$ cat src/hdl/fena_pkg.sv
`timescale 1ns / 1ps
// ----------------------------------------------------------------------------
// fena_pkg
// Shared types and constants of the fire-effect neighbor average block.
// ----------------------------------------------------------------------------
package fena_pkg;

   // field widths of the pixel stream and the register port
   localparam int PIXEL_W = 16;
   localparam int COORD_W = 8;
   localparam int CFG_W   = 9;
   localparam int DATA_W  = 32;
   localparam int ADDR_W  = 3;

   // register map, indexed by the word address
   localparam logic REG_FRAME_WIDTH  = 1'b0;
   localparam logic REG_FRAME_HEIGHT = 1'b1;

   // register reset values
   localparam logic [CFG_W-1:0] FRAME_WIDTH_RESET  = 9'd80;
   localparam logic [CFG_W-1:0] FRAME_HEIGHT_RESET = 9'd64;

   // smallest legal frame dimension
   localparam logic [CFG_W-1:0] MIN_DIM = 9'd3;

   // result beat sequence of one item
   typedef enum logic [1:0] {
      BEAT_VALUE,
      BEAT_ZERO_UPPER,
      BEAT_ZERO_LOWER
   } beat_type;

   // one item leaving the compute stage for the output register
   typedef struct packed {
      logic [PIXEL_W-1:0] pixel;
      logic [COORD_W-1:0] row;
      logic [COORD_W-1:0] col;
      logic               bottom_rows;
      logic [COORD_W-1:0] bottom_first_row;
   } result_entry_type;

endpackage

$ cat src/hdl/fena_channels.sv


interface fena_rsp_if;
   logic        valid;
   logic        ready;
   logic [15:0] pixel_out;
   logic [7:0]  out_row;
   logic [7:0]  out_col;
   logic        run_last;

   modport source (output valid, output pixel_out, output out_row, output out_col,
                   output run_last, input ready);
   modport sink   (input valid, input pixel_out, input out_row, input out_col,
                   input run_last, output ready);
endinterface

$ cat src/hdl/fena_result_out.sv
`timescale 1ns / 1ps
// ----------------------------------------------------------------------------
// fena_result_out
// Output register; on the last row it appends the two zero bottom-row beats.
// ----------------------------------------------------------------------------
module fena_result_out
   import fena_pkg::*;
(
   input  logic              clock,
   input  logic              reset,
   input  logic              load,
   input  result_entry_type  entry,
   output logic              free,
   fena_rsp_if.source        rsp_bus
);

   beat_type             beat_ff, beat_in;
   logic                 valid_ff, valid_in;
   logic [PIXEL_W-1:0]   pixel_ff, pixel_in;
   logic [COORD_W-1:0]   row_ff, row_in;
   logic [COORD_W-1:0]   col_ff;
   logic [COORD_W-1:0]   bottom_row_ff;
   logic                 bottom_ff;
   logic                 last_beat;
   logic                 take;

   assign take = valid_ff && rsp_bus.ready;
   assign free = !valid_ff || (rsp_bus.ready && last_beat);

   // next beat
   always_comb begin
      beat_in = beat_ff;
      if (load) begin
         beat_in = BEAT_VALUE;
      end else if (take && !last_beat) begin
         unique case (beat_ff)
            BEAT_VALUE:      beat_in = BEAT_ZERO_UPPER;
            BEAT_ZERO_UPPER: beat_in = BEAT_ZERO_LOWER;
            default:         beat_in = BEAT_VALUE;
         endcase
      end
   end

   // beat outputs
   always_comb begin
      unique case (beat_ff)
         BEAT_VALUE:      last_beat = !bottom_ff;
         BEAT_ZERO_UPPER: last_beat = 1'b0;
         BEAT_ZERO_LOWER: last_beat = 1'b1;
         default:         last_beat = 1'b1;
      endcase
   end

   // payload of the following beat
   always_comb begin
      valid_in = valid_ff;
      pixel_in = pixel_ff;
      row_in   = row_ff;
      if (load) begin
         valid_in = 1'b1;
         pixel_in = entry.pixel;
         row_in   = entry.row;
      end else if (take) begin
         if (last_beat) begin
            valid_in = 1'b0;
         end else begin
            pixel_in = '0;
            row_in   = (beat_ff == BEAT_VALUE) ? bottom_row_ff : row_ff + 1'b1;
         end
      end
   end

   always_ff @(posedge clock) begin
      if (reset) begin
         valid_ff <= 1'b0;
         beat_ff  <= BEAT_VALUE;
      end else begin
         valid_ff <= valid_in;
         beat_ff  <= beat_in;
      end
   end

   always_ff @(posedge clock) begin
      pixel_ff <= pixel_in;
      row_ff   <= row_in;
      if (load) begin
         col_ff        <= entry.col;
         bottom_ff     <= entry.bottom_rows;
         bottom_row_ff <= entry.bottom_first_row;
      end
   end

   assign rsp_bus.valid     = valid_ff;
   assign rsp_bus.pixel_out = pixel_ff;
   assign rsp_bus.out_row   = row_ff;
   assign rsp_bus.out_col   = col_ff;
   assign rsp_bus.run_last  = last_beat;

endmodule

$ cat src/flat_wrapper.sv
// flat-port wrapper written by rule: the top's interface ports become plain ports
module fena_result_out_flat import fena_pkg::*;
  (clock, reset, load, entry, free, rsp_bus_valid, rsp_bus_pixel_out, rsp_bus_out_row, rsp_bus_out_col, rsp_bus_run_last, rsp_bus_ready);
  fena_rsp_if rsp_bus_i ();
  input  logic clock;
  input  logic reset;
  input  logic load;
  input  result_entry_type entry;
  output logic free;
  output wire logic [$bits(rsp_bus_i.valid)-1:0] rsp_bus_valid;
  output wire logic [$bits(rsp_bus_i.pixel_out)-1:0] rsp_bus_pixel_out;
  output wire logic [$bits(rsp_bus_i.out_row)-1:0] rsp_bus_out_row;
  output wire logic [$bits(rsp_bus_i.out_col)-1:0] rsp_bus_out_col;
  output wire logic [$bits(rsp_bus_i.run_last)-1:0] rsp_bus_run_last;
  input wire logic [$bits(rsp_bus_i.ready)-1:0] rsp_bus_ready;
  assign rsp_bus_valid = rsp_bus_i.valid;
  assign rsp_bus_pixel_out = rsp_bus_i.pixel_out;
  assign rsp_bus_out_row = rsp_bus_i.out_row;
  assign rsp_bus_out_col = rsp_bus_i.out_col;
  assign rsp_bus_run_last = rsp_bus_i.run_last;
  assign rsp_bus_i.ready = rsp_bus_ready;
  fena_result_out u_core (.clock(clock), .reset(reset), .load(load), .entry(entry), .free(free), .rsp_bus(rsp_bus_i));
endmodule
$ cat config.mk
export PLATFORM = sky130hd
export DESIGN_NAME = fena_result_out_flat
export DESIGN_NICKNAME = d
export VERILOG_FILES = /design/src/hdl/fena_pkg.sv /design/src/hdl/fena_channels.sv /design/src/hdl/fena_result_out.sv /design/src/flat_wrapper.sv
export SDC_FILE = /design/constraint.sdc
export NUM_CORES = 1
export LEC_CHECK = 0
export BUFFER_PORTS_ARGS = -buffer_cell sky130_fd_sc_hd__buf_2
export CAP_MARGIN = 10
export CORE_MARGIN = 3
export CORE_UTILIZATION = 42
export DETAILED_ROUTE_END_ITERATION = 7
export GPL_ROUTABILITY_DRIVEN = 0
export PLACE_DENSITY_LB_ADDON = 0.12
export SLEW_MARGIN = 20
export SYNTH_ARGS = -nofsm -noshare
export SYNTH_HDL_FRONTEND = slang
export SYNTH_SLANG_ARGS = --single-unit
export TNS_END_PERCENT = 30
$ cat constraint.sdc
create_clock -name clock -period 2.71 [get_ports clock]
set_clock_uncertainty 0.15 [all_clocks]
set_input_delay 0 -clock clock [delete_from_list [all_inputs] [get_ports clock]]
set_output_delay 0 -clock clock [all_outputs]
set_load 0.01 [all_outputs]
==> out/results.tsv, run 1 <==
metric	value	unit
outcome	finished, final reports clean	
Final Cycle Share	0.740	
number of H-tree levels	2	
reg2reg setup slack	0.70	ns
Post-CTS Setup Repair Bufs	0	
vias in the first global route	1544	
RSZ-0062 raised after global routing	no	
Filler cells	306	
wire per inst	14.1	um
Post-route DRC	0	
peak supply drop	399	uV
Antenna Nets Post-Route	0	
FF-to-FF End	u_core.beat_ff[0]	
post-cts resize count	0	
Synth Warn #	0	
synthesized instance count	123	
max incr delay on CP	0.55	ns
DR iter-0 viols	74	
Final nets	294	
Root Driver	clkbuf_8	
CP Max Fanout	11	
Final Hold Viols	0	
Layout area overhead	53.9	%
WS Path Type	flip-flop to flip-flop	
num rows	23	
dpl hpwl	2750	um
Via density	4.84	
Cell Area, Synth	1820	um2
Worst-Skew Late Latency	0.29	ns
max_cap viols	0	
Port Buffer Count	79	
Die ar.	5170	um2
Crit. path cell count	4	
Slew headroom	0.699	
R2R depth	4	
sequential cell area fraction in the yosys report	0.708	
IO Count	80	
EDFF count, synth	41	
CP required	2.80	ns
setup TNS	0	ns
Remaining Overflow, GRT	0	
FMAX	499	MHz
clock tree sinks	44	
pwr dens	544	nW/um2
Final Instance Count excl. Fillers	299	
antenna violations before repair	0	
Worst Setup EP	u_core.beat_ff[0]	
Post-Synthesis Net Count	169	
clk slew on worst S/H paths	0.08	ns
Die Height	71.9	um
ratio of cells with drive above 1 in the final layout	0.382	
Buf/Inv on CP	1	
drt first pass iters	4	
Setup crit start	u_core.beat_ff[0]	
core box area	4090	um2
startpoint type of the worst setup path	flip-flop	
crit path time final	2.01	ns
final setup fails	0	
Vias	1448	
initial core utilization	0.446	
first-pass GRT wire length	6780	um
largest net degree at the start of global routing	29	
Top delay family on crit path	flip-flops	
total power	1.53	mW
register bit total from synthesis	44	
worst min path class	input port to flip-flop	
Post-synth top cells	edfxtp_1, and2_1, a21oi_1, nand2_1, nand3_1	
Critical Path, Cell by Cell	o21bai_4 > or3_1 > a211oi_2 > dlygate4sd3_1	
post-synth top area cell	edfxtp_1	
Async SR Flop Fraction	0	
critical path data arrival time	2.10	ns
cell with the most instances after synthesis	edfxtp_1	
Total GRT Usage	0.174	
synth top area cells	edfxtp_1, and2_1, dfxtp_1	
WHS	0.0269	ns
Pleak	1.17	nW
max-slew violations	0	
CTS tree	yes	
Die X	71.9	um
ANT cells	0	
Cells after DPL	247	
worst reg2reg path startpoint	u_core.beat_ff[0]	
Worst-Margin Slew	0.452	ns
Netlist cell types	34	
Yosys top cell area share	0.675	
Slowest-stage cell, CP	dfxtp_1	
cts bufs inserted	5	
Syn Area/Cell	14.8	um2
Main synth FF type	edfxtp_1	
CTS max path bufs	2	
Critical Path Sink Type	flip-flop	
drt total wl	4220	um
==> worst min path at each step <==
stage                     slack, ns      start  cells past startpoint                   endpoint
after floorplan               -0.09      reset                      1          u_core.beat_ff[0]
after global placement         0.03  entry[14]                      1  u_core.rsp_bus.out_col[5]
after detailed placement       0.03   entry[9]                      1  u_core.rsp_bus.out_col[0]
after CTS                      0.02       load                      1           u_core.bottom_ff
after global routing           0.03       load                      1           u_core.bottom_ff
final                          0.03       load                      1           u_core.bottom_ff
==> timing repair <==
item                       CTS  global route
hold buffers                44             0
hold endpoints to repair    44             0
setup endpoints to repair    0             0
==> report_power, final <==
part           switching, mW  total, mW  internal (mW)
sequential            0.0254      0.826          0.800
clock                  0.212      0.486          0.273
combinational         0.0955      0.214          0.119
total                  0.333       1.53           1.19
==> kinds of logic (layout without fill, tap and decap cells) <==
family          after synthesis  count (layout)  synth area share
compound gates               20              20            0.0837
xor+xnor                      3               3            0.0144
fa+ha+maj                     1               1           0.00686
buf+inv                      10             136            0.0288
flops                        44              44             0.708
mux                           3               3            0.0172
simple gates                 42              42             0.141
==> cell usage in the layout (no fill, tap or decap), drive strengths merged, types with 3 or more instances in the layout <==
master / n
dfxtp: 3
nand2: 5
and2: 16
inv: 3
clkbuf: 6
xor2: 3
nor3: 4
a21oi: 5
buf: 81
o21ai: 4
nor4b: 3
edfxtp: 41
nand3: 6
dlygate4sd3: 44
==> area by class of cell <==
cell class,instances,area [um2],area share
multi-input combinational,69,483,0.172
sequential,44,1290,0.460
tap,50,62.6,0.0223
inverter,3,11.3,0.00401
clock buffer,6,72.6,0.0259
timing repair buffer,125,851,0.303
clock inverter,2,35.0,0.0125
==> routing by layer <==
layer  vias to the layer above  GRT usage  routed length (um)
li1                        710          -                   -
met1                       664      0.190                1700
met2                        65      0.312                2130
met3                         9     0.0393                 283
met4                         0     0.0939                 107
met5                         -          0                   0
==> flip-flops by register name, indices dropped and copies added, names as in the netlist <==
register	flops
u_core.rsp_bus.pixel_out	16
u_core.bottom_ff	1
u_core.rsp_bus.out_row	8
u_core.rsp_bus.valid	1
u_core.bottom_row_ff	8
u_core.rsp_bus.out_col	8
u_core.beat_ff	2
==> through the flow <==
| stage | setup slack [ns] | area (um2) | utilization |
|---|---|---|---|
| 2_1_floorplan | 0.417 | 1820 | - |
| 3_3_place_gp | 1.09 | 2260 | 0.553 |
| 3_5_place_dp | 1.05 | 2260 | 0.553 |
| 4_1_cts | 0.700 | 2810 | 0.687 |
| 5_1_grt | 0.593 | 2810 | 0.687 |
| 6_report | 0.705 | 2810 | 0.687 |
Power figures use the tool's default switching activity.
==> run 2, diff against run 1 <==
CORE_UTILIZATION = 45   (was 42)
clock period = 2 ns   (was 2.71 ns; I/O delays follow)
==> out/results.tsv, run 2 (same netlist as run 1, synthesis figures left out) <==
metric	value	unit
core box area	3770	um2
Slowest-stage cell, CP	dfxtp_1	
final setup fails	0	
Slew headroom	0.677	
outcome	finished, final reports clean	
Final Cycle Share	0.841	
Die ar.	4850	um2
Via density	4.92	
WHS Endpoint	u_core.rsp_bus.out_col[0]	
cts bufs inserted	5	
commonest non-fill, non-tap cells in the layout	buf_2, dlygate4sd3_1, edfxtp_1	
vias in the first global route	1605	
post-cts resize count	0	
DR iter-0 viols	128	
clk slew on worst S/H paths	0.08	ns
worst min path class	input port to flip-flop	
max-slew violations	0	
CP required	1.90	ns
Critical Path Sink Type	flip-flop	
ANT cells	0	
Largest register FFs	16	
Final Instance Count excl. Fillers	297	
Total GRT Usage	0.195	
R2R depth	3	
reg2reg setup slack	0.32	ns
antenna violations before repair	0	
Worst-Skew Late Latency	0.29	ns
Port Buffer Count	79	
Final Hold Viols	0	
worst reg2reg path startpoint	u_core.beat_ff[0]	
drt total wl	4410	um
Die Height	69.7	um
CTS max path bufs	2	
wire per inst	14.9	um
CTS tree	yes	
Post-route DRC	0	
number of H-tree levels	2	
IO Count	80	
FMAX	595	MHz
largest net degree at the start of global routing	31	
crit path time final	1.68	ns
Finished Core Util	0.756	
drt first pass iters	4	
Antenna Nets Post-Route	0	
max incr delay on CP	0.56	ns
Die X	69.7	um
RSZ-0062 raised after global routing	no	
Filler cells	250	
Vias	1461	
critical path data arrival time	1.58	ns
Root Driver	clkbuf_8	
peak supply drop	705	uV
DP Area	2260	um2
WS Path Type	flip-flop to flip-flop	
FF-to-FF End	u_core.rsp_bus.out_row[0]	
Remaining Overflow, GRT	0	
WHS	0.0505	ns
max_cap viols	0	
Cells on Worst Hold Path	1	
hold path startpoint	load	
clock tree sinks	44	
initial core utilization	0.483	
Worst-Margin Slew	0.484	ns
Critical Path, Cell by Cell	or2_1 > a21oi_1 > mux2_2	
most common cell after layout, fill and taps aside	buf_2	
setup TNS	0	ns
first-pass GRT wire length	7380	um
num rows	22	
dpl hpwl	2830	um
pwr dens	816	nW/um2
Layout area overhead	56.5	%
CP Max Fanout	11	
startpoint type of the worst setup path	flip-flop	
ratio of cells with drive above 1 in the final layout	0.390	
final instance area	2850	um2
Cells after DPL	246	
Final nets	294	
Pleak	1.20	nW
## run 2: changes by cell type in the layout (fill, tap and decap cells not counted)
cell / before / now
bufinv_16: 1 / 3
clkbuf_1: 1 / 0
clkinv_2: 1 / 0
dlygate4sd3_1: 44 / 43
buf_4: 2 / 3
## run 2: metal layers
metal  up-vias  GRT usage  wire [um]
li1        713          -          -
met3         8     0.0812        347
met4         0     0.0787         93
met1       678      0.214       1700
met2        62      0.332       2270
met5         -          0          0
## run 2: power breakdown
group          total [mW]  internal [mW]  switching [mW]
logic               0.295          0.162           0.133
clock network       0.914          0.624           0.290
registers            1.12           1.08          0.0349
## run 2: area by class of cell
cell class / count / area [um2] / share of cell area
clock buffer: 5 / 68.8 / 0.0241
inverter: 3 / 11.3 / 0.00395
multi-input combinational: 69 / 483 / 0.169
clock inverter: 3 / 90.1 / 0.0316
tap: 48 / 60.1 / 0.0211
sequential: 44 / 1290 / 0.453
timing repair buffer: 125 / 848 / 0.297
## run 2: how the worst max path moves through the flow
| stage | from | endpoint | slack (ns) | cells after the start |
|---|---|---|---|---|
| finish | u_core.beat_ff[0] | u_core.rsp_bus.out_row[0] | 0.32 | 3 |
| CTS | u_core.beat_ff[0] | u_core.rsp_bus.out_row[0] | 0.34 | 3 |
| detailed placement | u_core.beat_ff[0] | u_core.rsp_bus.out_row[0] | 0.34 | 3 |
| global route | u_core.beat_ff[0] | u_core.rsp_bus.out_row[0] | 0.21 | 3 |
| global placement | u_core.beat_ff[0] | u_core.rsp_bus.out_row[0] | 0.39 | 3 |
| floorplan | u_core.beat_ff[1] | u_core.rsp_bus.out_row[0] | 0.15 | 3 |
## run 2: per-stage QoR
step	power (mW)	worst slack (ns)
2_1_floorplan	1.24	0.154
6_report	2.33	0.318
3_5_place_dp	1.37	0.339
3_3_place_gp	1.36	0.391
5_1_grt	2.43	0.212
4_1_cts	2.34	0.338
## run 2: repair_timing
action                    4_1_cts  5_1_grt
buffers inserted                0        0
hold endpoints to repair       44        0
hold buffers                   43        0
## run 2: worst max-delay path, delay by kind of cell, from the launching register on
kind / cells / cell delay [ns]
AO/OA/AOI/OAI: 1 / 0.11
flip-flops: 1 / 0.56
multiplexers: 1 / 0.26
AND/OR/NAND/NOR: 1 / 0.35
==> run 3, diff against run 2 <==
ABC_AREA = 1   (was not set)
clock period = 1.8 ns   (was 2 ns; I/O delays follow)
==> out/results.tsv, run 3 <==
metric	value	unit
outcome	finished, final reports clean	
worst min path class	input port to flip-flop	
most common cell after layout, fill and taps aside	buf_2	
Total GRT Usage	0.181	
Finished Core Util	0.757	
Synth Warn #	0	
Worst-Margin Slew	0.438	ns
CTS tree	yes	
max_cap viols	0	
Critical Path, Cell by Cell	o21ai_2 > nand2_1 > nand2_1 > a21oi_1 > dlygate4sd3_1	
Layout area overhead	56.5	%
CTS max path bufs	2	
R2R depth	5	
Port Buffer Count	79	
WS Path Type	flip-flop to flip-flop	
EDFF count, synth	41	
max incr delay on CP	0.55	ns
antenna violations before repair	0	
cell with the most instances after synthesis	nand2_1	
sequential cell area fraction in the yosys report	0.707	
first-pass GRT wire length	6990	um
ratio of cells with drive above 1 in the final layout	0.318	
FF-to-FF End	u_core.rsp_bus.valid	
Multi-input gate area	405	um2
Root Driver	clkbuf_8	
initial core utilization	0.484	
Syn Area/Cell	10.9	um2
Antenna Nets Post-Route	0	
IO Count	80	
Final nets	341	
dpl hpwl	2460	um
largest net degree at the start of global routing	28	
CP Max Fanout	4	
setup TNS	0	ns
Die Height	69.7	um
core box area	3770	um2
WHS Endpoint	u_core.bottom_ff	
pwr dens	830	nW/um2
Die ar.	4860	um2
Yosys top cell area share	0.674	
clk slew on worst S/H paths	0.08	ns
drt total wl	4160	um
Seq. cell area	1290	um2
FMAX	636	MHz
Via density	4.43	
Cells on Worst Hold Path	1	
Filler cells	260	
number of H-tree levels	2	
Slew headroom	0.708	
Crit path top cell by count	nand2_1	
Post-Synthesis Net Count	213	
Netlist cell types	19	
critical path data arrival time	1.60	ns
synthesized instance count	167	
hold path startpoint	load	
synth top area cells	edfxtp_1, nand2_1, inv_1	
Cell Area, Synth	1830	um2
peak supply drop	659	uV
reg2reg setup slack	0.23	ns
vias in the first global route	1553	
Top delay family on crit path	buffers and inverters	
final setup fails	0	
drt first pass iters	4	
Vias	1525	
Slowest-stage cell, CP	dlygate4sd3_1	
commonest non-fill, non-tap cells in the layout	buf_2, nand2_1, dlygate4sd3_1	
Buf/Inv on CP	1	
RSZ-0062 raised after global routing	no	
Largest register FFs	16	
Critical Path Sink Type	flip-flop	
clock tree sinks	44	
Pleak	1.37	nW
Die X	69.7	um
register bit total from synthesis	44	
max-slew violations	0	
DR iter-0 viols	70	
num rows	22	
Final Instance Count excl. Fillers	344	
Main synth FF type	edfxtp_1	
worst reg2reg path startpoint	u_core.beat_ff[0]	
Final Cycle Share	0.874	
post-synth top area cell	edfxtp_1	
cts bufs inserted	5	
Worst-Skew Late Latency	0.28	ns
startpoint type of the worst setup path	flip-flop	
CP required	1.83	ns
crit path time final	1.57	ns
Setup crit start	u_core.beat_ff[0]	
Post-route DRC	0	
Async SR Flop Fraction	0	
wire per inst	12.1	um
Post-synth top cells	nand2_1, edfxtp_1, inv_1	
Final Hold Viols	0	
Cells after DPL	292	
Remaining Overflow, GRT	0	
ANT cells	0	
[run 3: cell types whose count changed in the layout (fill, tap and decap cells not counted), sizes merged, moves of 3 or more]
cell	before	now
inv	3	26
nor4b	3	0
nor2	2	21
nor3	4	0
nand2	5	47
and2	16	0
xor2	3	0
a21oi	5	9
[run 3: stage by stage]
step,area (um2),hold slack [ns],power (mW),worst slack (ns)
after floorplan,1830,-0.0809,1.38,0.0483
after global placement,2290,0.0198,1.52,0.343
after detailed placement,2290,0.0233,1.52,0.303
after CTS,2860,0.0232,2.38,0.230
after global routing,2860,0.0401,2.48,0.103
final,2860,0.0332,2.37,0.227
[run 3: area by class of cell]
| cell class | count | share of cell area |
|---|---|---|
| clock buffer | 7 | 0.0337 |
| clock inverter | 1 | 0.0105 |
| inverter | 26 | 0.0342 |
| multi-input combinational | 93 | 0.142 |
| sequential | 44 | 0.452 |
| tap | 48 | 0.0210 |
| timing repair buffer | 125 | 0.307 |
[run 3: timing repair]
item,CTS,global route
gates resized for setup,0,0
hold buffers,44,0
buffers inserted,0,0
endpoints found under the hold margin,44,0
[run 3: per-layer routing]
layer,part of all wire,GRT usage,up-vias
li1,-,-,792
met1,0.39,0.199,670
met4,0.013,0.0447,0
met2,0.52,0.331,56
met3,0.075,0.0667,7
met5,0,0,-
[run 3: worst max-delay path by stage]
stage | end | cells past startpoint
6_report | u_core.rsp_bus.valid | 5
5_1_grt | u_core.rsp_bus.valid | 5
4_1_cts | u_core.rsp_bus.valid | 5
3_5_place_dp | u_core.rsp_bus.out_row[2] | 4
3_3_place_gp | u_core.rsp_bus.out_row[2] | 4
2_1_floorplan | u_core.rsp_bus.out_row[0] | 4
[run 3: cell families (layout without fill, tap and decap cells)]
logic type / count (synthesis) / count (layout) / share of synthesized area
AOI/OAI and AO/OA: 15 / 15 / 0.0446
adders and majority gates: 1 / 1 / 0.00685
buffers and inverters: 30 / 159 / 0.0706
DFF: 44 / 44 / 0.707
and+or+nand+nor: 77 / 77 / 0.171
[run 3: where the power goes]
group	internal, mW	switching [mW]
Clock	0.489	0.308
Sequential	1.20	0.0311
Combinational	0.179	0.161
Total	1.87	0.499
