===== src/hdl/fena_pkg.sv =====
`timescale 1ns / 1ps
// ----------------------------------------------------------------------------
// fena_pkg
// Shared types and constants of the fire-effect neighbor average block.
// ----------------------------------------------------------------------------
package fena_pkg;

   // field widths of the pixel stream and the register port
   localparam int PIXEL_W = 16;
   localparam int COORD_W = 8;
   localparam int CFG_W   = 9;
   localparam int DATA_W  = 32;
   localparam int ADDR_W  = 3;

   // register map, indexed by the word address
   localparam logic REG_FRAME_WIDTH  = 1'b0;
   localparam logic REG_FRAME_HEIGHT = 1'b1;

   // register reset values
   localparam logic [CFG_W-1:0] FRAME_WIDTH_RESET  = 9'd80;
   localparam logic [CFG_W-1:0] FRAME_HEIGHT_RESET = 9'd64;

   // smallest legal frame dimension
   localparam logic [CFG_W-1:0] MIN_DIM = 9'd3;

   // result beat sequence of one item
   typedef enum logic [1:0] {
      BEAT_VALUE,
      BEAT_ZERO_UPPER,
      BEAT_ZERO_LOWER
   } beat_type;

   // one item leaving the compute stage for the output register
   typedef struct packed {
      logic [PIXEL_W-1:0] pixel;
      logic [COORD_W-1:0] row;
      logic [COORD_W-1:0] col;
      logic               bottom_rows;
      logic [COORD_W-1:0] bottom_first_row;
   } result_entry_type;

endpackage


===== src/hdl/fena_csr.sv =====
`timescale 1ns / 1ps
// ----------------------------------------------------------------------------
// fena_csr
// APB-style register file holding the frame geometry, with clamped outputs.
// ----------------------------------------------------------------------------
module fena_csr
   import fena_pkg::*;
#(
   parameter int MAX_WIDTH  = 256,
   parameter int MAX_HEIGHT = 256,
   localparam int WD_W = $clog2(MAX_WIDTH + 1),
   localparam int HD_W = $clog2(MAX_HEIGHT + 1)
) (
   input  logic              clock,
   input  logic              reset,
   input  logic              psel,
   input  logic              penable,
   input  logic              pwrite,
   input  logic [ADDR_W-1:0] paddr,
   input  logic [DATA_W-1:0] pwdata,
   output logic [DATA_W-1:0] prdata,
   output logic              pready,
   output logic [WD_W-1:0]   width_eff,
   output logic [HD_W-1:0]   height_eff
);

   localparam int WC_W = (WD_W > CFG_W) ? WD_W : CFG_W;
   localparam int HC_W = (HD_W > CFG_W) ? HD_W : CFG_W;

   logic [CFG_W-1:0] frame_width_ff, frame_width_in;
   logic [CFG_W-1:0] frame_height_ff, frame_height_in;
   logic             wr_fire;
   logic             reg_index;
   logic [WC_W-1:0]  width_ext;
   logic [HC_W-1:0]  height_ext;

   assign pready    = 1'b1;
   assign wr_fire   = psel && penable && pwrite;
   assign reg_index = paddr[2];

   // register write decode
   always_comb begin
      frame_width_in  = frame_width_ff;
      frame_height_in = frame_height_ff;
      if (wr_fire) begin
         unique case (reg_index)
            REG_FRAME_WIDTH:  frame_width_in  = pwdata[CFG_W-1:0];
            REG_FRAME_HEIGHT: frame_height_in = pwdata[CFG_W-1:0];
            default:          frame_width_in  = frame_width_ff;
         endcase
      end
   end

   always_ff @(posedge clock) begin
      if (reset) begin
         frame_width_ff  <= FRAME_WIDTH_RESET;
         frame_height_ff <= FRAME_HEIGHT_RESET;
      end else begin
         frame_width_ff  <= frame_width_in;
         frame_height_ff <= frame_height_in;
      end
   end

   // read mux
   always_comb begin
      unique case (reg_index)
         REG_FRAME_WIDTH:  prdata = DATA_W'(frame_width_ff);
         REG_FRAME_HEIGHT: prdata = DATA_W'(frame_height_ff);
         default:          prdata = '0;
      endcase
   end

   // clamp geometry to the legal range
   assign width_ext  = WC_W'(frame_width_ff);
   assign height_ext = HC_W'(frame_height_ff);

   always_comb begin
      if (frame_width_ff < MIN_DIM) begin
         width_eff = WD_W'(MIN_DIM);
      end else if (width_ext > WC_W'(MAX_WIDTH)) begin
         width_eff = WD_W'(MAX_WIDTH);
      end else begin
         width_eff = WD_W'(width_ext);
      end
      if (frame_height_ff < MIN_DIM) begin
         height_eff = HD_W'(MIN_DIM);
      end else if (height_ext > HC_W'(MAX_HEIGHT)) begin
         height_eff = HD_W'(MAX_HEIGHT);
      end else begin
         height_eff = HD_W'(height_ext);
      end
   end

endmodule


===== config.mk =====
export PLATFORM = sky130hd
export DESIGN_NAME = fena_csr
export DESIGN_NICKNAME = d
export VERILOG_FILES = /design/src/hdl/fena_pkg.sv /design/src/hdl/fena_csr.sv
export SDC_FILE = /design/constraint.sdc
export NUM_CORES = 1
export LEC_CHECK = 0
export BUFFER_PORTS_ARGS = -buffer_cell sky130_fd_sc_hd__buf_2
export CAP_MARGIN = 20
export CORE_MARGIN = 4
export CORE_UTILIZATION = 25
export DETAILED_ROUTE_END_ITERATION = 8
export PLACE_DENSITY = 0.57
export SYNTH_ARGS = -nofsm -noshare
export SYNTH_HDL_FRONTEND = slang
export SYNTH_SLANG_ARGS = --single-unit

===== constraint.sdc =====
create_clock -name clock -period 1.3 [get_ports clock]
set_clock_uncertainty 0.05 [all_clocks]
set_input_delay 0.13 -clock clock [delete_from_list [all_inputs] [get_ports clock]]
set_output_delay 0.13 -clock clock [all_outputs]
set_load 0.02 [all_outputs]

==> run summary, run 1 <==
* 1020 — number of vias after detailed routing
* 38.63% — area growth from synthesis to layout
* 0 — Synth Area in Adders
* 4 — iteration count of the initial detailed-routing pass
* 41 — IO buf count
* 0.1470 — met1 track utilization from global routing
* 371.6 um2 — register cell area after layout
* 1120 ps — data required time at the worst endpoint
* 0.7058 nW — Static Leakage
* 2 — clock tree buffer depth
* dfxtp_1 — Synth area leader
* 0 — max capacitance violation total
* dfxtp_1 33%, buf_4 17%, nand2_1 10%, a21oi_1 9.7%, mux2_2 9.4% — most area-consuming cells after synthesis
* 0.2879 mV — maximum vdd drop
* 0 — Warnings, synthesis
* 4436 um — global-route wire length before repair
* 2993 um — post-detailed-routing wire length
* 230 — Net count, final
* 0.1084 — total routing resource utilization after global routing
* 1 — H-tree lvl count
* 2185 um — DPL Wire Length
* 5 — number of setup violations in the final report
* primary output — Worst setup EP type
* 4.268 — detailed-route vias per instance
* 0 — number of buffers inserted to repair setup after CTS
* 0.3341 — portion of the post-synthesis area used by sequential elements
* -206.5 ps — final worst setup slack
* 459 — total of fill cells in the finished design
* finished with violations — status
* input port to flip-flop — worst hold-check path type
* 73.68 um — Die H
* 640.6 um2 — footprint of the multi-input gates
* 1.159 — post-route clock period utilization
* negative setup slack — violated checks
* flip-flop — Worst Setup Start Kind
* 0.3341 — share of Yosys cell area claimed by the top area cell type
* buf_2 — leading cell type in the layout, fill and taps excluded
* 70 ps — CTS clock-pin slew for the worst setup and hold paths
* 0.005429 mm2 — Die ar.
* 2 — maximum fanout count along the critical path
* 663.8 MHz — fmax
* 260 ps — Worst-Skew Late Latency
* 239 — final standard cell count with taps included and fillers excluded
* 863.9 mW/mm2 — total power per unit cell area
* 0.2639 — initial core utilization
* 1507 ps — Final min period
* 12.52 um — WL/cell
* 0.1624 — fraction of met2 tracks used by global routing
* 18 — FF+latch count, synth
* 0.09745 — share of the synthesized area in compound gates (AO/OA/AOI/OAI)
* 44 — initial detailed-routing violation count
* 0.001079 mm2 — synthesized area
* clkbuf_8 — root buffer cell
* 23 — row count
* 0 — global route total overflow
* 0 — fraction of synthesized cell area in xor and xnor cells
* flip-flop to primary output — worst setup path category
* 73.68 um — Die X-Extent
* 0.004086 mm2 — placeable core region
* simple AND/OR/NAND/NOR gates — dominant combinational cell family by area after synthesis
* 0.2633 — simple-gate share of the synthesized area
* 0 — antenna violations before repair
* 3 — cts bufs inserted
* -70.61 ps — post-placement worst setup slack
* 21 — maximum number of pins on one net before global-route repair
* 0 — post-route DRC violation count
* 0 — max-slew violation count
* 7.542 um2 — Post-Synthesis Mean Instance Area
* 91 — IO Pins
* 0.09397 — post-synthesis mux area share
* 0.7817 — GPL Wtd Cong
* 0 — final antenna-violating net count
* built — clock tree from TritonCTS
* 0.4180 — fraction of layout instances using a drive strength above 1
* 0.03283 — fraction of met3 tracks used by global routing
* 18 — number of sinks driven by the clock tree
* 0 — antenna diode count
* met2 — busiest layer in global routing
* 16 — number of distinct library cells after synthesis
* 31 x buf_2, 30 x nand2_1, 24 x conb_1, 19 x a21oi_1 — commonest cells after routing, fill and taps aside
* 143 — count of mapped cells out of synthesis
* 0 — Hold Violations, Final
* yes — RSZ-0062 raised after global routing
* 236 — placed insts
* 1330 ps — critical path data arrival time
* 896 — vias in the first global route
-- cells in the mapped netlist --
cell type	number
conb_1	2
nor2b_1	12
mux2_2	9
and4_1	1
nor4_1	2
clkbuf_1	6
nand4b_1	1
nor2_1	8
nand2_1	30
buf_4	25
nor3_1	4
and4b_1	1
dfxtp_1	18
buf_2	2
nand4_1	1
a21oi_1	21
-- registers in the layout, summed over array words and instances, names as in the netlist --
signal	count
frame_height_ff	9
frame_width_ff	9
-- final timing paths --
kind                            from           endpoint  slack (ps)  cells past startpoint
setup / recovery  frame_height_ff[7]      height_eff[1]        -210                      5
hold / removal             pwdata[2]  frame_width_ff[2]          60                      3
setup reg to reg   frame_width_ff[4]  frame_width_ff[4]         440                      3
hold reg to reg    frame_width_ff[1]  frame_width_ff[1]         430                      2
-- area by class of cell --
type                       count  share of cell area
multi-input combinational    114              0.4285
sequential                    18              0.2485
timing repair buffer          53              0.2444
tap                           50             0.04184
clock buffer                   4             0.03682
-- per-stage QoR --
| step | cell area [um2] | util | hold WS [ps] | total power, W | setup TNS, ps |
|---|---|---|---|---|---|
| after floorplan | 1161 | - | 207.2 | 0.0007908 | 0 |
| after global placement | 1306 | 0.3197 | 334.9 | 0.0008087 | -123.8 |
| after detailed placement | 1306 | 0.3197 | 339.8 | 0.0008091 | -124.4 |
| after CTS | 1469 | 0.3595 | 59.97 | 0.001299 | -914.7 |
| after global routing | 1495 | 0.3659 | 67.12 | 0.001353 | -1111 |
| final | 1495 | 0.3659 | 62.59 | 0.001292 | -782.3 |
-- cells by family after synthesis --
family | after synthesis
and+or+nand+nor | 60
muxes | 9
other | 2
AOI/OAI and AO/OA | 21
buffers and inverters | 33
DFF | 18
-- metal layers --
metal	wire length, um	vias to the layer above
met5	0	-
met4	25	0
met3	271	3
met2	1394	42
met1	1301	462
li1	-	513
-- repair_timing --
item                       CTS  global route
setup endpoints to repair    9            13
pin swaps                    5             3
hold buffers                 0             0
gates resized for setup     34             9
-- report_power, final --
| group | internal (W) | leakage [nW] | switching [W] |
|---|---|---|---|
| registers | 0.000564 | 0.148 | 0.0000147 |
| clock network | 0.000269 | 0.0288 | 0.000200 |
| logic | 0.0000829 | 0.529 | 0.000161 |
| total | 0.000916 | 0.706 | 0.000375 |
-- critical path: stages, from the launching register on --
cell     delay, ps
dfxtp_2        340
nor4_4         280
buf_4          170
a21oi_2         40
nor2_1          90
buf_4          150
Note: power is estimated with default switching activity, not from simulation.
==> inputs of run 2 (changes only) <==
--- a/config.mk
+++ b/config.mk
@@ -5,8 +5,10 @@
 export SDC_FILE = /design/constraint.sdc
 export NUM_CORES = 1
 export LEC_CHECK = 0
+export ABC_CLOCK_PERIOD_IN_PS = 1300
 export BUFFER_PORTS_ARGS = -buffer_cell sky130_fd_sc_hd__buf_2
 export CAP_MARGIN = 20
+export CORE_ASPECT_RATIO = 0.6
 export CORE_MARGIN = 4
 export CORE_UTILIZATION = 25
 export DETAILED_ROUTE_END_ITERATION = 8
==> run summary, run 2 (synthesized netlist as in run 1, its figures left out) <==
* clkbuf_8 — root buffer cell, unchanged
* 39.79% — area growth from synthesis to layout, was 38.63%
* -265.8 ps — final worst setup slack, was -206.5 ps
* 0.3638 — post-layout util, was 0.3659
* 0 — global route total overflow, unchanged
* input port to flip-flop — worst hold-check path type, unchanged
* frame_height_ff x9, frame_width_ff x9 — registers with the highest flip-flop counts, unchanged
* 0.001286 W — total power, was 0.001292 W
* 440 ps — slack of the worst reg-to-reg path, about the same
* 3 — depth of the most critical reg-to-reg path, unchanged
* 4 — iteration count of the initial detailed-routing pass, unchanged
* 0.2603 — initial core utilization, was 0.2639
* frame_height_ff[8] — R2R Path Start, was frame_width_ff[4]
* 58.88 um — Die H, was 73.68 um
* 852.8 mW/mm2 — total power per unit cell area, was 863.9 mW/mm2
* 0.005463 mm2 — Die ar., was 0.005429 mm2
* 92.80 um — Die X-Extent, was 73.68 um
* buf_2 — leading cell type in the layout, fill and taps excluded, unchanged
* 4436 um — global-route wire length before repair, unchanged
* 638.6 MHz — fmax, was 663.8 MHz
* 4.052 — detailed-route vias per instance, was 4.268
* 476 — total of fill cells in the finished design, was 459
* 0 — antenna diode count, unchanged
* 0 — antenna violations before repair, unchanged
* 1013 — number of vias after detailed routing, was 1020
* frame_height_ff[3] — Worst setup startpoint, was frame_height_ff[7]
* 70 ps — CTS clock-pin slew for the worst setup and hold paths, about the same
* 1 — H-tree lvl count, unchanged
* 231 — Net count, final, was 230
* 0.7814 — GPL Wtd Cong, was 0.7817
* 903 — vias in the first global route, was 896
* 21 — maximum number of pins on one net before global-route repair, unchanged
* 0 — max-slew violation count, unchanged
* 91 — IO Pins, unchanged
* 3 — worst hold path depth, unchanged
* finished with violations — status, unchanged
* 0 — max capacitance violation total, unchanged
* 41 — IO buf count, unchanged
* 31 x buf_2, 30 x nand2_1, 24 x conb_1, 20 x a21oi_1 — commonest cells after routing, fill and taps aside, was 31 x buf_2, 30 x nand2_1, 24 x conb_1, 19 x a21oi_1
* 1390 ps — critical path data arrival time, was 1330 ps
* 2344 um — DPL Wire Length, was 2185 um
* -26.96 ps — post-placement worst setup slack, was -70.61 ps
* 250 ps — Worst-Skew Late Latency, was 260 ps
* 4 — number of setup violations in the final report, was 5
* 0 — # hold bufs at CTS, unchanged
* flip-flop — Worst Setup Start Kind, unchanged
* 18 — number of sinks driven by the clock tree, unchanged
* 3 — cts bufs inserted, unchanged
* 0.7040 nW — Static Leakage, was 0.7058 nW
* 2 — clock tree buffer depth, unchanged
* negative setup slack — violated checks, unchanged
* built — clock tree from TritonCTS, unchanged
* 1120 ps — data required time at the worst endpoint, about the same
* 11.81 um — WL/cell, was 12.52 um
* yes — RSZ-0062 raised after global routing, unchanged
* 1.204 — post-route clock period utilization, was 1.159
* 21 — initial detailed-routing violation count, was 44
* frame_height_ff[8] — worst reg2reg endpoint, was frame_width_ff[4]
* 2 — maximum fanout count along the critical path, unchanged
* 0 — post-route DRC violation count, unchanged
* 0 — Hold Violations, Final, unchanged
* frame_width_ff[4] — Hold Crit Endpoint, was frame_width_ff[2]
* 0.004144 mm2 — placeable core region, was 0.004086 mm2
* flip-flop to primary output — worst setup path category, unchanged
* primary output — Worst setup EP type, unchanged
* 0 — number of buffers inserted to repair setup after CTS, unchanged
* 0.4094 mV — maximum vdd drop, was 0.2879 mV
* 0.1050 — total routing resource utilization after global routing, was 0.1084
* 2952 um — post-detailed-routing wire length, was 2993 um
* 0.4105 — fraction of layout instances using a drive strength above 1, was 0.4180
* 18 — row count, was 23
* 0 — final antenna-violating net count, unchanged
* 1566 ps — Final min period, was 1507 ps
* pwdata[4] — hold wc startpoint, was pwdata[2]
[run 2: changes by cell type in the layout (fill, tap and decap cells not counted), sizes merged]
cell,before,now
buf,53,54
[run 2: worst max path at each step]
stage | to | slack, ps | cells past startpoint
floorplan | width_eff[0] | 100 | 3
global placement | height_eff[0] | -70 | 5
detailed placement | height_eff[0] | -30 | 5
CTS | height_eff[0] | -250 | 5
global route | height_eff[1] | -310 | 5
finish | height_eff[1] | -270 | 5
[run 2: per-layer routing]
layer  vias to the layer above  part of all wire  global-route usage
met5                         -                 0                   0
met2                        37              0.43              0.1453
met3                         0             0.090             0.04215
met4                         0                 0             0.01253
met1                       458              0.48              0.1558
li1                        518                 -                   -
[run 2: metrics by stage]
step | area, um2 | hold slack, ps | std cells | TNS [ps]
4_1_cts | 1463 | 62.68 | 250 | -764.2
5_1_grt | 1508 | 65.61 | 250 | -1062
3_3_place_gp | 1331 | 327.9 | 246 | -145.8
3_5_place_dp | 1331 | 330.2 | 246 | -52.71
6_report | 1508 | 59.75 | 250 | -653.1
2_1_floorplan | 1161 | 207.2 | 165 | 0
[run 2: repair_timing]
item / in CTS / in global routing
resized for setup: 24 / 13
endpoints found under the setup margin: 7 / 12
pin swaps: 3 / 1
[run 2: layout make-up]
| type | instances | area, um2 | share of cell area |
|---|---|---|---|
| clock buffers | 4 | 55.05 | 0.03651 |
| multi-input cells | 114 | 629.4 | 0.4174 |
| flip-flops and latches | 18 | 370.4 | 0.2456 |
| well taps | 60 | 75.07 | 0.04979 |
| repair buffers | 54 | 377.9 | 0.2506 |
[run 2: critical path: stages (launching register included)]
cell and delay, ps:
dfxtp_2 330, nor4_4 280, buf_4 160, a21oi_1 60, nor2_1 130, buf_4 160
[run 2: where the power goes]
group | switching (W) | total [W] | internal, W
clock network | 0.000193 | 0.000463 | 0.000269
registers | 0.0000127 | 0.000577 | 0.000564
logic | 0.000163 | 0.000246 | 0.0000830
total | 0.000369 | 0.00129 | 0.000916
==> inputs of run 3 (changes only) <==
--- a/config.mk
+++ b/config.mk
@@ -5,6 +5,7 @@
 export SDC_FILE = /design/constraint.sdc
 export NUM_CORES = 1
 export LEC_CHECK = 0
+export ABC_AREA = 1
 export ABC_CLOCK_PERIOD_IN_PS = 1300
 export BUFFER_PORTS_ARGS = -buffer_cell sky130_fd_sc_hd__buf_2
 export CAP_MARGIN = 20
@@ -12,7 +13,7 @@
 export CORE_MARGIN = 4
 export CORE_UTILIZATION = 25
 export DETAILED_ROUTE_END_ITERATION = 8
-export PLACE_DENSITY = 0.57
+export PLACE_DENSITY = 0.56
 export SYNTH_ARGS = -nofsm -noshare
 export SYNTH_HDL_FRONTEND = slang
 export SYNTH_SLANG_ARGS = --single-unit
==> run summary, run 3 <==
* finished with violations — status, unchanged
* negative setup slack — violated checks, unchanged
* input port to flip-flop — worst hold-check path type, unchanged
* flip-flop — Worst Setup Start Kind, unchanged
* 8 — maximum fanout count along the critical path, was 2
* 450 ps — slack of the worst reg-to-reg path, was 440 ps
* 18 — number of sinks driven by the clock tree, unchanged
* 4.038 — detailed-route vias per instance, was 4.052
* flip-flop to primary output — worst setup path category, unchanged
* 1.101 — post-route clock period utilization, was 1.204
* 3309 um — post-detailed-routing wire length, was 2952 um
* -131.0 ps — final worst setup slack, was -265.8 ps
* 0 — max capacitance violation total, unchanged
* 0.3689 — post-layout util, was 0.3638
* 250 ps — Worst-Skew Late Latency, about the same
* 494 — total of fill cells in the finished design, was 476
* 1431 ps — Final min period, was 1566 ps
* primary output — Worst setup EP type, unchanged
* 0.3067 — portion of the post-synthesis area used by sequential elements, was 0.3341
* 0.0008855 W — cell-internal power, was 0.0009163 W
* nor2_1 — leading cell type in the layout, fill and taps excluded, was buf_2
* 271 — Net count, final, was 231
* 2 — clock tree buffer depth, unchanged
* 1075 — vias in the first global route, was 903
* 0 — Synth async-reset ratio, unchanged
* simple AND/OR/NAND/NOR gates — Crit path max-delay family, unchanged
* 698.8 MHz — fmax, was 638.6 MHz
* 35.78% — area growth from synthesis to layout, was 39.79%
* dfxtp_2 — slowest library cell on the worst path, unchanged
* 0.001344 mm2 — standard cell area after detailed placement, was 0.001331 mm2
* 0.3067 — share of Yosys cell area claimed by the top area cell type, was 0.3341
* 3 — cts bufs inserted, unchanged
* 825.9 mW/mm2 — total power per unit cell area, was 852.8 mW/mm2
* 0.3770 mV — maximum vdd drop, was 0.4094 mV
* 0 — Hold Violations, Final, unchanged
* 0 — antenna violations before repair, unchanged
* 1120 ps — data required time at the worst endpoint, about the same
* 53 x nor2_1, 24 x buf_4, 20 x inv_1, 18 x dfxtp_1, 18 x nand2_1 — top post-synthesis cells by count, was 30 x nand2_1, 25 x buf_4, 21 x a21oi_1, 18 x dfxtp_1, 12 x nor2b_1
* 0.005896 mm2 — Die ar., was 0.005463 mm2
* built — clock tree from TritonCTS, unchanged
* 0 — post-route DRC violation count, unchanged
* 0.001318 W — total power, was 0.001286 W
* 0.250 — power share of the combinational group, was 0.191
* 18 — FF+latch count, synth, unchanged
* 0 — Warnings, synthesis, unchanged
* dfxtp_1 — Synth area leader, unchanged
* 0.8045 nW — Static Leakage, was 0.7040 nW
* 20 — number of distinct library cells after synthesis, was 16
* 320 ps — crit-path max cell delay, was 330 ps
* 0.0004321 W — switching power, was 0.0003694 W
* 183 — count of mapped cells out of synthesis, was 143
* 18 — maximum number of pins on one net before global-route repair, was 21
* 0 — Post-synth EDFFs, unchanged
* 61.10 um — Die H, was 58.88 um
* 54.15 ps — hold slack final, was 59.75 ps
* 6.420 um2 — Post-Synthesis Mean Instance Area, was 7.542 um2
* 0.450 — portion of total power attributed to sequential cells, was 0.449
* 11.45 um — WL/cell, was 11.81 um
* 0.1640 — met1 track utilization from global routing, was 0.1558
* 0.004324 mm2 — placeable core region, was 0.004144 mm2
* dfxtp_1 — predominant post-synthesis flop cell, unchanged
* 0 — final antenna-violating net count, unchanged
* 23.97 ps — post-placement worst setup slack, was -26.96 ps
* 11 — number of setup violations in the final report, was 4
* nor2_1 — dominant cell by count in the synthesized netlist, was nand2_1
* 1 — buffers plus inverters on the worst setup path, was 2
* 0.2717 — initial core utilization, was 0.2603
* yes — RSZ-0062 raised after global routing, unchanged
* 0.3280 — proportion of total power due to net switching, was 0.2873
* 0.1118 — total routing resource utilization after global routing, was 0.1050
* 0.1676 — fraction of met2 tracks used by global routing, was 0.1453
* nor2_4 — most prevalent standard cell on the critical path, was buf_4
* 0 — antenna diode count, unchanged
* 1167 — number of vias after detailed routing, was 1013
* 0.001175 mm2 — synthesized area, was 0.001079 mm2
* 5043 um — global-route wire length before repair, was 4436 um
* 31 — initial detailed-routing violation count, was 21
* 96.50 um — Die X-Extent, was 92.80 um
* clkbuf_8 — root buffer cell, unchanged
* met2 — busiest layer in global routing, was met1
* 0.4279 — fraction of layout instances using a drive strength above 1, was 0.4105
* dfxtp_1 31%, nor2_1 17%, buf_4 15%, o21ai_1 6.8%, inv_1 6.4% — most area-consuming cells after synthesis, was dfxtp_1 33%, buf_4 17%, nand2_1 10%, a21oi_1 9.7%, mux2_2 9.4%
* 18 — row count, unchanged
* 0.7804 — GPL Wtd Cong, was 0.7814
* 0.299 — clock share of power, was 0.360
* 41 — IO buf count, unchanged
* 0 — global route total overflow, unchanged
* 0.03663 — fraction of met3 tracks used by global routing, was 0.04215
* 91 — IO Pins, unchanged
* frame_height_ff x9, frame_width_ff x9 — registers with the highest flip-flop counts, unchanged
* 0 — max-slew violation count, unchanged
* 1 — H-tree lvl count, unchanged
* 1250 ps — critical path data arrival time, was 1390 ps
* nor2_2 > nand2_4 > nor2_4 > nor2_4 > nor2_1 > buf_4 — list of cells traversed by the critical path, was nor4_4 > buf_4 > a21oi_1 > nor2_1 > buf_4
* 2662 um — DPL Wire Length, was 2344 um
* 0.001595 mm2 — post-layout instance area, was 0.001508 mm2
* 43 x nor2_1, 27 x buf_2, 24 x conb_1, 21 x buf_4, 19 x o21ai_1 — commonest cells after routing, fill and taps aside, was 31 x buf_2, 30 x nand2_1, 24 x conb_1, 20 x a21oi_1
* 4 — iteration count of the initial detailed-routing pass, unchanged
* 70 ps — CTS clock-pin slew for the worst setup and hold paths, about the same
* 0 — # hold bufs at CTS, unchanged
[run 3: cell types whose count changed after synthesis, sizes merged, moves of 4 or more]
cell,change
inv,+20
nor2,+49
nor3,-4
nor2b,-12
o21ai,+28
a21oi,-18
nand2,-12
mux2,-9
[run 3: power by group through the flow]
stage,Sequential [W],Clock (W),Combinational [W]
after floorplan,0.000595,0,0.000258
after global placement,0.000602,0,0.000282
after detailed placement,0.000602,0,0.000283
after CTS,0.000592,0.000403,0.000316
after global routing,0.000596,0.000423,0.000362
final,0.000593,0.000394,0.000330
[run 3: layer usage]
| layer | share of wire | up-vias |
|---|---|---|
| met4 | 0 | 0 |
| li1 | - | 610 |
| met2 | 0.40 | 41 |
| met1 | 0.51 | 516 |
| met3 | 0.085 | 0 |
| met5 | 0 | - |
[run 3: tightest hold or removal path, delay by kind of cell]
family | cells | cell delay, ps
compound gates | 2 | 100
buf+inv | 1 | 90
[run 3: final timing paths]
path,from,end,cells after the start
setup / recovery,frame_width_ff[5],width_eff[4],6
hold / removal,pwdata[6],frame_height_ff[6],3
setup reg to reg,frame_height_ff[8],frame_height_ff[8],3
hold reg to reg,frame_width_ff[6],frame_width_ff[6],2
[run 3: metrics by stage]
stage	setup TNS [ps]	std cells
finish	-1085	289
global route	-1968	289
CTS	-1267	289
detailed placement	0	280
global placement	0	280
floorplan	0	205
[run 3: timing repair]
action                     4_1_cts  5_1_grt
pin swaps                       14        7
buffers inserted                 6        0
hold endpoints to repair         0        0
setup endpoints to repair       14       14
gates resized for setup         43       27
[run 3: area by class of cell]
class                   instances  area [um2]  share of cell area
multi-input cells             135       666.9              0.4180
clock buffers                   3       41.29             0.02588
repair buffers                 53       349.1              0.2188
well taps                      60       75.07             0.04706
inverters                      20       75.07             0.04706
flip-flops and latches         18       387.9              0.2431
[run 3: cell families after synthesis]
kind of cell           share of synthesized area
and+or+nand+nor                           0.2843
DFF                                       0.3067
buffers and inverters                     0.2673
other                                   0.006392
AOI/OAI and AO/OA                         0.1352
